## src/design/mlu_pkg.sv

```systemverilog
`timescale 1ns / 1ps
// ----------------------------------------------------------------------------
// mlu_pkg
// shared types and constants of the mutex lock unit
// ----------------------------------------------------------------------------
package mlu_pkg;

  localparam int NumLocks  = 16;
  localparam int WaitDepth = 8;
  localparam int PidBits   = 8;
  localparam int IdW       = $clog2(NumLocks);
  localparam int WdW       = (WaitDepth > 1) ? $clog2(WaitDepth) : 1;
  localparam int CntW      = $clog2(WaitDepth + 1);
  localparam int SlotW     = $clog2(NumLocks + 1);

  typedef enum logic [1:0] {
    FN_CREATE  = 2'd0,
    FN_LOCK    = 2'd1,
    FN_UNLOCK  = 2'd2,
    FN_DESTROY = 2'd3
  } func_t;

  typedef enum logic [1:0] {
    ST_OK      = 2'd0,
    ST_BLOCKED = 2'd1,
    ST_REFUSED = 2'd2,
    ST_FULL    = 2'd3
  } status_t;

  typedef struct packed {
    logic [1:0] func;
    logic [3:0] lock_id;
    logic [7:0] pid;
  } req_t;

endpackage

```

## src/design/mlu_front.sv

```systemverilog
`timescale 1ns / 1ps
// ----------------------------------------------------------------------------
// mlu_front
// input stage and two-entry request queue feeding the lock engine
// ----------------------------------------------------------------------------
module mlu_front (
  input  logic           clk,
  input  logic           rst,
  input  logic           push,
  output logic           full,
  input  logic [1:0]     func,
  input  logic [3:0]     lock_id,
  input  logic [7:0]     pid,
  output logic           req_valid,
  input  logic           req_take,
  output mlu_pkg::req_t  req
);

  mlu_pkg::req_t q [2];
  logic          rd_ptr;
  logic          wr_ptr;
  logic [1:0]    count;
  logic          do_push;
  logic          do_pop;

  assign full      = (count == 2'd2);
  assign req_valid = (count != 2'd0);
  assign req       = q[rd_ptr];
  assign do_push   = push && !full;
  assign do_pop    = req_take && req_valid;

  always_ff @(posedge clk) begin
    if (do_push) begin
      q[wr_ptr] <= '{func: func, lock_id: lock_id, pid: pid};
    end
    if (rst) begin
      rd_ptr <= 1'b0;
      wr_ptr <= 1'b0;
      count  <= 2'd0;
    end else begin
      if (do_push) wr_ptr <= !wr_ptr;
      if (do_pop)  rd_ptr <= !rd_ptr;
      count <= count + {1'b0, do_push} - {1'b0, do_pop};
    end
  end

endmodule

```

## src/design/mlu_back.sv

```systemverilog
`timescale 1ns / 1ps
// ----------------------------------------------------------------------------
// mlu_back
// lock engine: slot table, waiter queues and result register
// ----------------------------------------------------------------------------
module mlu_back (
  input  logic           clk,
  input  logic           rst,
  input  logic           req_valid,
  output logic           req_take,
  input  mlu_pkg::req_t  req,
  output logic           empty,
  input  logic           pop,
  output logic [1:0]     status,
  output logic [3:0]     new_id,
  output logic           woken_valid,
  output logic [7:0]     woken_pid
);

  localparam int MemW = mlu_pkg::IdW + mlu_pkg::WdW;

  logic [mlu_pkg::NumLocks-1:0]   slot_valid;
  logic [mlu_pkg::NumLocks-1:0]   slot_locked;
  logic [mlu_pkg::PidBits-1:0]    slot_owner [mlu_pkg::NumLocks];
  logic [mlu_pkg::WdW-1:0]        waiter_head [mlu_pkg::NumLocks];
  logic [mlu_pkg::CntW-1:0]       waiter_count [mlu_pkg::NumLocks];
  logic [mlu_pkg::PidBits-1:0]    waiter_store [2**MemW];
  logic [mlu_pkg::SlotW-1:0]      next_slot;

  // stage 1: registered request and memory read of the queue head
  logic                           s1_valid;
  mlu_pkg::req_t                  s1_req;
  logic [mlu_pkg::PidBits-1:0]    head_pid;

  logic                           out_valid;
  logic                           s1_go;
  logic [mlu_pkg::IdW-1:0]        s;
  logic [mlu_pkg::IdW-1:0]        in_s;
  logic [mlu_pkg::PidBits-1:0]    rpid;
  logic                           known;
  logic [mlu_pkg::WdW-1:0]        tail;
  logic [mlu_pkg::WdW-1:0]        head_inc;
  logic [mlu_pkg::CntW:0]         tail_sum;
  logic [mlu_pkg::WdW:0]          head_sum;
  logic [1:0]                     st_next;
  logic [3:0]                     nid_next;
  logic                           wv_next;
  logic [7:0]                     wp_next;
  logic                           wr_en;
  logic                           same_slot;

  assign empty    = !out_valid;
  assign s1_go    = s1_valid && (!out_valid || pop);
  // one item in flight keeps head reads coherent with writes
  assign req_take = req_valid && !s1_valid && (!out_valid || pop);
  assign s        = s1_req.lock_id[mlu_pkg::IdW-1:0];
  assign in_s     = req.lock_id[mlu_pkg::IdW-1:0];
  assign rpid     = s1_req.pid[mlu_pkg::PidBits-1:0];
  assign known    = slot_valid[s];
  assign tail_sum = {1'b0, waiter_head[s]} + waiter_count[s];
  assign tail     = tail_sum[mlu_pkg::WdW-1:0];
  assign head_sum = {1'b0, waiter_head[s]} + 1'b1;
  assign head_inc = head_sum[mlu_pkg::WdW-1:0];
  assign same_slot = 1'b0;

  always_comb begin
    st_next  = mlu_pkg::ST_OK;
    nid_next = '0;
    wv_next  = 1'b0;
    wp_next  = '0;
    wr_en    = 1'b0;
    case (mlu_pkg::func_t'(s1_req.func))
      mlu_pkg::FN_CREATE: begin
        if (next_slot < mlu_pkg::SlotW'(mlu_pkg::NumLocks)) begin
          nid_next = 4'(next_slot);
        end else begin
          st_next = mlu_pkg::ST_FULL;
        end
      end
      mlu_pkg::FN_LOCK: begin
        if (!known) begin
          st_next = mlu_pkg::ST_REFUSED;
        end else if (slot_locked[s] && slot_owner[s] != rpid) begin
          if (waiter_count[s] < mlu_pkg::CntW'(mlu_pkg::WaitDepth)) begin
            st_next = mlu_pkg::ST_BLOCKED;
            wr_en   = 1'b1;
          end else begin
            st_next = mlu_pkg::ST_FULL;
          end
        end
      end
      mlu_pkg::FN_UNLOCK: begin
        if (!known || !slot_locked[s] || slot_owner[s] != rpid) begin
          st_next = mlu_pkg::ST_REFUSED;
        end else if (waiter_count[s] != '0) begin
          wv_next = 1'b1;
          wp_next = 8'(head_pid);
        end
      end
      mlu_pkg::FN_DESTROY: begin
        if (!known) st_next = mlu_pkg::ST_REFUSED;
      end
      default: st_next = mlu_pkg::ST_REFUSED;
    endcase
  end

  always_ff @(posedge clk) begin
    if (req_take) begin
      s1_req   <= req;
      head_pid <= waiter_store[{in_s, waiter_head[in_s]}];
    end
    if (s1_go && wr_en) begin
      waiter_store[{s, tail}] <= rpid;
    end
    if (s1_go) begin
      status      <= st_next;
      new_id      <= nid_next;
      woken_valid <= wv_next;
      woken_pid   <= wp_next;
    end
    if (rst) begin
      s1_valid     <= 1'b0;
      out_valid    <= 1'b0;
      slot_valid   <= '0;
      slot_locked  <= '0;
      next_slot    <= '0;
      for (int i = 0; i < mlu_pkg::NumLocks; i++) begin
        waiter_head[i]  <= '0;
        waiter_count[i] <= '0;
        slot_owner[i]   <= '0;
      end
    end else begin
      if (req_take)          s1_valid <= 1'b1;
      else if (s1_go)        s1_valid <= 1'b0;
      if (s1_go)             out_valid <= 1'b1;
      else if (pop)          out_valid <= 1'b0;
      if (s1_go && !same_slot) begin
        case (mlu_pkg::func_t'(s1_req.func))
          mlu_pkg::FN_CREATE: begin
            if (st_next == mlu_pkg::ST_OK) begin
              slot_valid[next_slot[mlu_pkg::IdW-1:0]]   <= 1'b1;
              slot_locked[next_slot[mlu_pkg::IdW-1:0]]  <= 1'b0;
              slot_owner[next_slot[mlu_pkg::IdW-1:0]]   <= '0;
              waiter_head[next_slot[mlu_pkg::IdW-1:0]]  <= '0;
              waiter_count[next_slot[mlu_pkg::IdW-1:0]] <= '0;
              next_slot <= next_slot + 1'b1;
            end
          end
          mlu_pkg::FN_LOCK: begin
            if (known && !slot_locked[s]) begin
              slot_locked[s] <= 1'b1;
              slot_owner[s]  <= rpid;
            end else if (wr_en) begin
              waiter_count[s] <= waiter_count[s] + 1'b1;
            end
          end
          mlu_pkg::FN_UNLOCK: begin
            if (st_next == mlu_pkg::ST_OK) begin
              if (wv_next) begin
                waiter_head[s]  <= head_inc;
                waiter_count[s] <= waiter_count[s] - 1'b1;
                slot_owner[s]   <= head_pid;
              end else begin
                slot_locked[s] <= 1'b0;
                slot_owner[s]  <= '0;
              end
            end
          end
          mlu_pkg::FN_DESTROY: begin
            if (known) begin
              slot_valid[s]   <= 1'b0;
              slot_locked[s]  <= 1'b0;
              slot_owner[s]   <= '0;
              waiter_head[s]  <= '0;
              waiter_count[s] <= '0;
            end
          end
          default: begin
          end
        endcase
      end
    end
  end

endmodule

```

## src/design/mutex_lock_unit.sv

```systemverilog
`timescale 1ns / 1ps
// ----------------------------------------------------------------------------
// mutex_lock_unit
// lock slot table with per-lock fifo of waiting processes
// an accepted push passes through the request queue, the stage and the out reg to the output
// one transaction at a time: the next enters the stage only after the last has left it,
//   set by the single-item head read of the waiter memory ahead of the table update
// reset: synchronous rst clears slots, queue counts and all control state
// ----------------------------------------------------------------------------
module mutex_lock_unit (
  input  logic       clk,
  input  logic       rst,
  input  logic       push,
  output logic       full,
  input  logic [1:0] func,
  input  logic [3:0] lock_id,
  input  logic [7:0] pid,
  output logic       empty,
  input  logic       pop,
  output logic [1:0] status,
  output logic [3:0] new_id,
  output logic       woken_valid,
  output logic [7:0] woken_pid
);

  logic          req_valid;
  logic          req_take;
  mlu_pkg::req_t req;

  mlu_front u_front (
    .clk(clk), .rst(rst), .push(push), .full(full),
    .func(func), .lock_id(lock_id), .pid(pid),
    .req_valid(req_valid), .req_take(req_take), .req(req)
  );

  mlu_back u_back (
    .clk(clk), .rst(rst), .req_valid(req_valid), .req_take(req_take), .req(req),
    .empty(empty), .pop(pop), .status(status), .new_id(new_id),
    .woken_valid(woken_valid), .woken_pid(woken_pid)
  );

endmodule

```

## config.mk

```make
export PLATFORM = sky130hd
export DESIGN_NAME = mutex_lock_unit
export DESIGN_NICKNAME = d
export VERILOG_FILES = /design/src/design/mlu_pkg.sv /design/src/design/mlu_front.sv /design/src/design/mlu_back.sv /design/src/design/mutex_lock_unit.sv
export SDC_FILE = /design/constraint.sdc
export NUM_CORES = 2
export LEC_CHECK = 0
export BUFFER_PORTS_ARGS = -buffer_cell sky130_fd_sc_hd__clkbuf_2
export CAP_MARGIN = 10
export CORE_MARGIN = 2
export CORE_UTILIZATION = 47
export DETAILED_ROUTE_END_ITERATION = 12
export GPL_ROUTABILITY_DRIVEN = 0
export PLACE_DENSITY_LB_ADDON = 0.08
export SYNTH_ARGS = -nofsm -noshare
export SYNTH_HDL_FRONTEND = slang
export SYNTH_SLANG_ARGS = --single-unit
export TNS_END_PERCENT = 30
```

## constraint.sdc

```tcl
create_clock -name clk -period 14 [get_ports clk]
set_clock_uncertainty 0.2 [all_clocks]
set_input_delay 2.8 -clock clk [delete_from_list [all_inputs] [get_ports clk]]
set_output_delay 2.8 -clock clk [all_outputs]
set_load 0.01 [all_outputs]
```

======== Word level (Yosys, flattened, before mapping) ========
Memories as Yosys holds them, arrays and structs flattened. A register that Yosys moved wholly into a read port is not among the register bits.
Cells that the tools add are included.
operators by class
  add/subtract/negate cells ............... 7
  order comparisons ....................... 6
  equal/unequal tests ..................... 10
  multiplexer cells ....................... 103
  bitwise operators ....................... 15
  reduce and logical (&&, ||, !) cells .... 38
operators with widths
  cell                                                  count
  two-way mux 16 bit                                    7
  one-hot mux 16 bit (4 select lines)                   1
  two-way mux 1 bit                                     62
  two-way mux 4 bit                                     13
  bitwise AND 16 bit                                    3
  two-way mux 8 bit                                     5
  NOT 16 bit                                            2
  OR 16 bit                                             2
  one-hot mux 16 bit (2 select lines)                   1
  OR reduction 8 bit                                    2
  two-way mux 2 bit                                     6
  logical AND 1 bit                                     10
  < comparator 4 x 5 -> 1 bit (second input constant)   2
  two-way mux 3 bit                                     3
  OR reduction 3 bit                                    3
  binary-select mux 1 bit (select 4 bit)                2
  demux 1 bit (select 4 bit)                            2
  >= comparator 4 x 1 -> 1 bit (second input constant)  2
  != test 2 x 1 -> 1 bit (second input constant)        4
  != test 8 bit                                         1
  one-hot mux 2 bit (4 select lines)                    1
  nonzero test 2 bit                                    4
  OR reduction 4 bit                                    2
  logical NOT 1 bit                                     7
  other kinds (21)                                      32
storage, ports and cells
  register bits ........................... 72
  bits in writable memories ............... 1292
  input port bits ......................... 18
  output and inout port bits .............. 17
  word-level logic and storage cells ...... 199
  memories ................................ 5
memories
  name                 words  bits a word  rd ports  clocked after memory_dff  wr ports  line             source
  u_back.waiter_store  128    8            1         1                         1         mlu_back.sv:27   logic [mlu_pkg::PidBits-1:0] waiter_store [2**MemW];
  u_back.slot_owner    16     8            1         1                         16        mlu_back.sv:24   logic [mlu_pkg::PidBits-1:0] slot_owner [mlu_pkg::NumLocks];
  u_back.waiter_count  16     4            1         1                         16        mlu_back.sv:26   logic [mlu_pkg::CntW-1:0] waiter_count [mlu_pkg::NumLocks];
  u_back.waiter_head   16     3            2         1                         16        mlu_back.sv:25   logic [mlu_pkg::WdW-1:0] waiter_head [mlu_pkg::NumLocks];
  u_front.q            2      14           1         1                         1         mlu_front.sv:19  mlu_pkg::req_t q [2];

======== Logic depth before layout (Yosys ltp) ========
  depth in word-level cells ............... 18
  gate-level depth with buffers ........... 19
  gate-level depth less buffers ........... 14

======== Cells and area by module ========
From an unflattened synthesis, not the netlist that was laid out.
unflattened totals
  cells, all modules ...................... 4115
  area, all modules ....................... 57267.4 um^2
modules (own cells, without submodules)
  module     instances  cells an instance  area an instance (um^2)  seq. area each (um^2)
  mlu_back   1          4046               56026.2                  39928.3
  mlu_front  1          69                 1241.2                   940.9

======== Worst setup path after synthesis ========
No wires, ideal clock.
  path type ............................... input to register
  from .................................... input pop
  to ...................................... memory u_back.waiter_count[10][3] in the netlist's numbering (data pin)
  setup time .............................. 0.266 ns
  arrival time ............................ 5.729 ns
  data required time ...................... 13.534 ns
  path slack .............................. 7.805 ns
  cell stages on the path ................. 16
  path buffers ............................ 3
  cell sequence ........................... nand2b_1 -> nand2_1 -> inv_1 -> nand2b_1 -> nor3_1 -> and2_1 -> clkbuf_1 -> buf_2 -> ha_1 -> a21o_1 -> a21oi_1 -> xnor2_1 -> nor3_1 -> a21oi_1 -> buf_2 -> nor2_1
RTL lines
  what             line                   source
  start, declared  mutex_lock_unit.sv:19  input logic pop,
  end, declared    mlu_back.sv:26

==> results_dict.tcl <==
set metrics [dict create \
    critPathSlowestCell "buf_4" \
    n_antenna_cell 0 \
    vias 35200 \
    hold_path_class "reg -> reg" \
    cp_slowest_stage_delay_ps 810 \
    muxShareOfSynthArea_pct 7.16 \
    seq_power_share_pct 38.4 \
    drc_errors 0 \
    cp_common_cell "buf_4" \
    cts_setup_buffers 0 \
    numCtsBuffers 145 \
    avgSynthCellArea_um2 14.0 \
    layout_setup_ws_ps 7380 \
    status "complete, no violations" \
    overflow 0 \
    cp.required_ps 14270 \
    crit_chain "mux2i_4 > buf_4 > inv_2 > buf_4 > mux4_2 > a22oi_1 > and3_4 > buf_4 > buf_4 > mux2i_1 > a32oi_1 > nand4_1 > nand4_1 > o22ai_1 > nor4_1" \
    synthAdderAreaFrac_pct 0.289 \
    clkTransAtPathRegs_ps 60 \
    yosysSeqAreaShare_pct 71.6 \
    grt_pass1_vias 33900 \
    place_ws_ps 7110 \
    root_buffer "clkbuf_16" \
    multi_input_area_um2 15000 \
    track_usage_pct 26.4 \
    ys.flop_type "edfxtp_1" \
    p_leak_nw 21.1 \
    cts_tree "done" \
    dieWidth_um 353 \
    max-slew-margin-rel_pct 8.87 \
    worstHoldPathCells 2 \
    fin_crit_ps 6620 \
    drive_gt1_share_pct 10.6 \
    crit_fanout 64 \
    vdd_drop_max_uv 167 \
    r2r_setup_slack_ps 7380 \
    drv_cap 0 \
    start_kind "register" \
    antenna_left 0 \
    ctsResizeCount 0 \
    max_freq_mhz 151 \
    p_sw_mw 5.05 \
    yosysTopAreaCellShare_pct 69.9 \
    wire_per_inst_um 28.5 \
    finalNetCount 4108 \
    yosys.area_share.xor_xnor_pct 0.519 \
    path_class "reg -> reg" \
    yosysWarnings 0 \
    wirelength_mm 165 \
    grt_pass1_wl_mm 240 \
    netlist_area_um2 57100 \
    tns_ps 0 \
    first_pass_iters 6 \
    p_int_mw 8.32 \
    viasPerCell 6.06 \
    hold_buffers 0 \
    ff_latch_area_um2 40900 \
    yosys.area.top_type "edfxtp_1" \
    setup_viol 0 \
    rsz0062_at_grt "false" \
    synth_area_leaders "edfxtp_1 70%, nand2_1 4.1%, mux2i_1 3.9%" \
    power_density_nw_per_um2 211 \
    worst_slew_pin_slew_ps 1360 \
    core_area_um2 120000 \
    ys_ff_latch 1377 \
    final_common_cell "edfxtp_1" \
    synth_compound_area_share_pct 6.36 \
    initial_core_util_pct 47.5 \
    pin_count 35 \
    drt-initial-drc-count 4577 \
    n_fill_cell 10000 \
    syn_to_final_growth_pct 10.9 \
    clock_path_buffers 3 \
    endpoint_kind "register" \
    synth_top_family_by_area "simple AND/OR/NAND/NOR gates" \
    syn_nets 4096 \
    pwr-share-comb_pct 34.4 \
    place_hpwl_mm 101 \
    r2r_cells 15 \
    synthArstFlopShare_pct 0 \
    drv_slew 0 \
    die_area_um2 124000 \
    antenna_found_initial 0 \
    fin_cells 5803 \
    grt_max_degree 169 \
    synth-edff-count 1329 \
    cp.arrival_ps 6890 \
    synth-simple-area-share_pct 11.8 \
    dp.cells 5542 \
    die_h_um 353 \
    p_clk_share_pct 27.2 \
    clock_sinks 1377 \
    synthCells 4066 \
    fin_crit_sh_pct 47.3 \
    hold_slack_ps 276 \
    place.port_buffers 34 \
    synthDistinctLibCells 74 \
    hold_violations 0 \
    insertion_delay_ps 750 \
    num_rows 127 \
    swShare_pct 37.8 \
    h-tree-depth 4 \
    mostFrequentLayoutCells "1329 x edfxtp_1, 627 x nand2_1, 524 x nor2_1" \
]
[power by group through the flow]
stage | logic, mW | clock network [mW] | registers [mW]
2_1_floorplan | 2.74 | 0 | 5.30
3_3_place_gp | 4.57 | 0 | 5.22
3_5_place_dp | 4.59 | 0 | 5.22
4_1_cts | 4.60 | 3.68 | 5.13
5_1_grt | 4.87 | 3.83 | 5.15
6_report | 4.59 | 3.63 | 5.14
[layout make-up]
class	count	area share, %
flip-flops and latches	1377	64.6
multi-input cells	2409	23.7
clock buffers	183	6.11
well taps	1612	3.19
repair buffers	115	1.33
clock inverters	77	0.884
inverters	30	0.178
[cells by family (layout without fill, tap and decap cells)]
family                     count (synthesis)  count (layout)
and+or+nand+nor                         1562            1562
muxes                                    312             312
xor gates and xnor gates                  33              33
AOI/OAI and AO/OA                        490             490
adders and majority gates                 12              12
buffers and inverters                    280             405
DFF                                     1377            1377
[worst max-delay path, delay by kind of cell (launching register included)]
family                 cells  cell delay (ps)
buffers and inverters      5             2350
and+or+nand+nor            4             1170
muxes                      3              990
AOI/OAI and AO/OA          3              960
DFF                        1              490
[per-layer routing]
| metal | GRT usage [%] | wire length, um | vias up |
|---|---|---|---|
| li1 | - | - | 15400 |
| met2 | 40.4 | 75800 | 1510 |
| met5 | 0 | 0 | - |
| met3 | 4.96 | 13300 | 241 |
| met4 | 7.15 | 3920 | 0 |
| met1 | 38.8 | 72400 | 18000 |
[state kept, by name, indices dropped and copies added, names as in the netlist, 2 cells and up, named ones only]
signal / flops
u_back.waiter_store: 1024
u_back.slot_locked: 16
u_front.q: 28
u_back.slot_owner: 128
u_back.slot_valid: 16
u_back.waiter_count: 64
u_front.count: 2
u_back.waiter_head: 48
u_back.head_pid: 8
u_back.rpid: 8
u_back.s1_req: 2
u_back.next_slot: 5
u_back.status: 2
u_back.new_id: 4
u_back.woken_pid: 8
u_back.s: 4
[synth_stat cells (5+ instances only)]
cell / instances
and2_1: 10
inv_1: 28
mux2i_1: 225
nor4_1: 10
mux2_2: 11
a21oi_4: 5
xnor2_1: 16
mux4_2: 75
xor2_1: 16
a21oi_1: 73
o21ai_0: 49
a222oi_1: 6
a32oi_1: 131
nand3_1: 126
a221o_1: 6
buf_6: 9
buf_1: 22
o22ai_1: 70
o2111ai_1: 8
buf_2: 64
nand4_1: 76
edfxtp_1: 1329
nor2_1: 525
dfxtp_1: 48
a22oi_1: 9
o221ai_1: 5
a21oi_2: 10
a31oi_1: 27
a41o_1: 7
nor3_1: 31
nand2b_1: 65
nor2b_1: 9
a221oi_1: 8
ha_1: 10
and3_1: 39
a32o_1: 24
buf_4: 26
or3_1: 25
a211oi_1: 27
nand2_1: 627
clkbuf_1: 128
[per-stage QoR]
stage / util (%) / area (um^2) / total power [mW]
final: 52.6 / 63300 / 13.4
after global routing: 52.6 / 63300 / 13.8
after floorplan: - / 57100 / 8.04
after detailed placement: 48.9 / 58900 / 9.81
after CTS: 52.6 / 63300 / 13.4
after global placement: 48.9 / 58900 / 9.79
[final timing paths]
check	from	to
worst max register to register	u_front.q[1][8]$_DFFE_PP_	u_back.head_pid[5]$_DFFE_PP_
worst min-delay path	u_back.slot_valid[14]$_SDFFE_PP0P_	u_back.slot_valid[14]$_SDFFE_PP0P_
worst min register to register	u_back.slot_valid[14]$_SDFFE_PP0P_	u_back.slot_valid[14]$_SDFFE_PP0P_
worst max-delay path	u_front.q[1][8]$_DFFE_PP_	u_back.head_pid[5]$_DFFE_PP_
(Power assumes the default switching activity.)
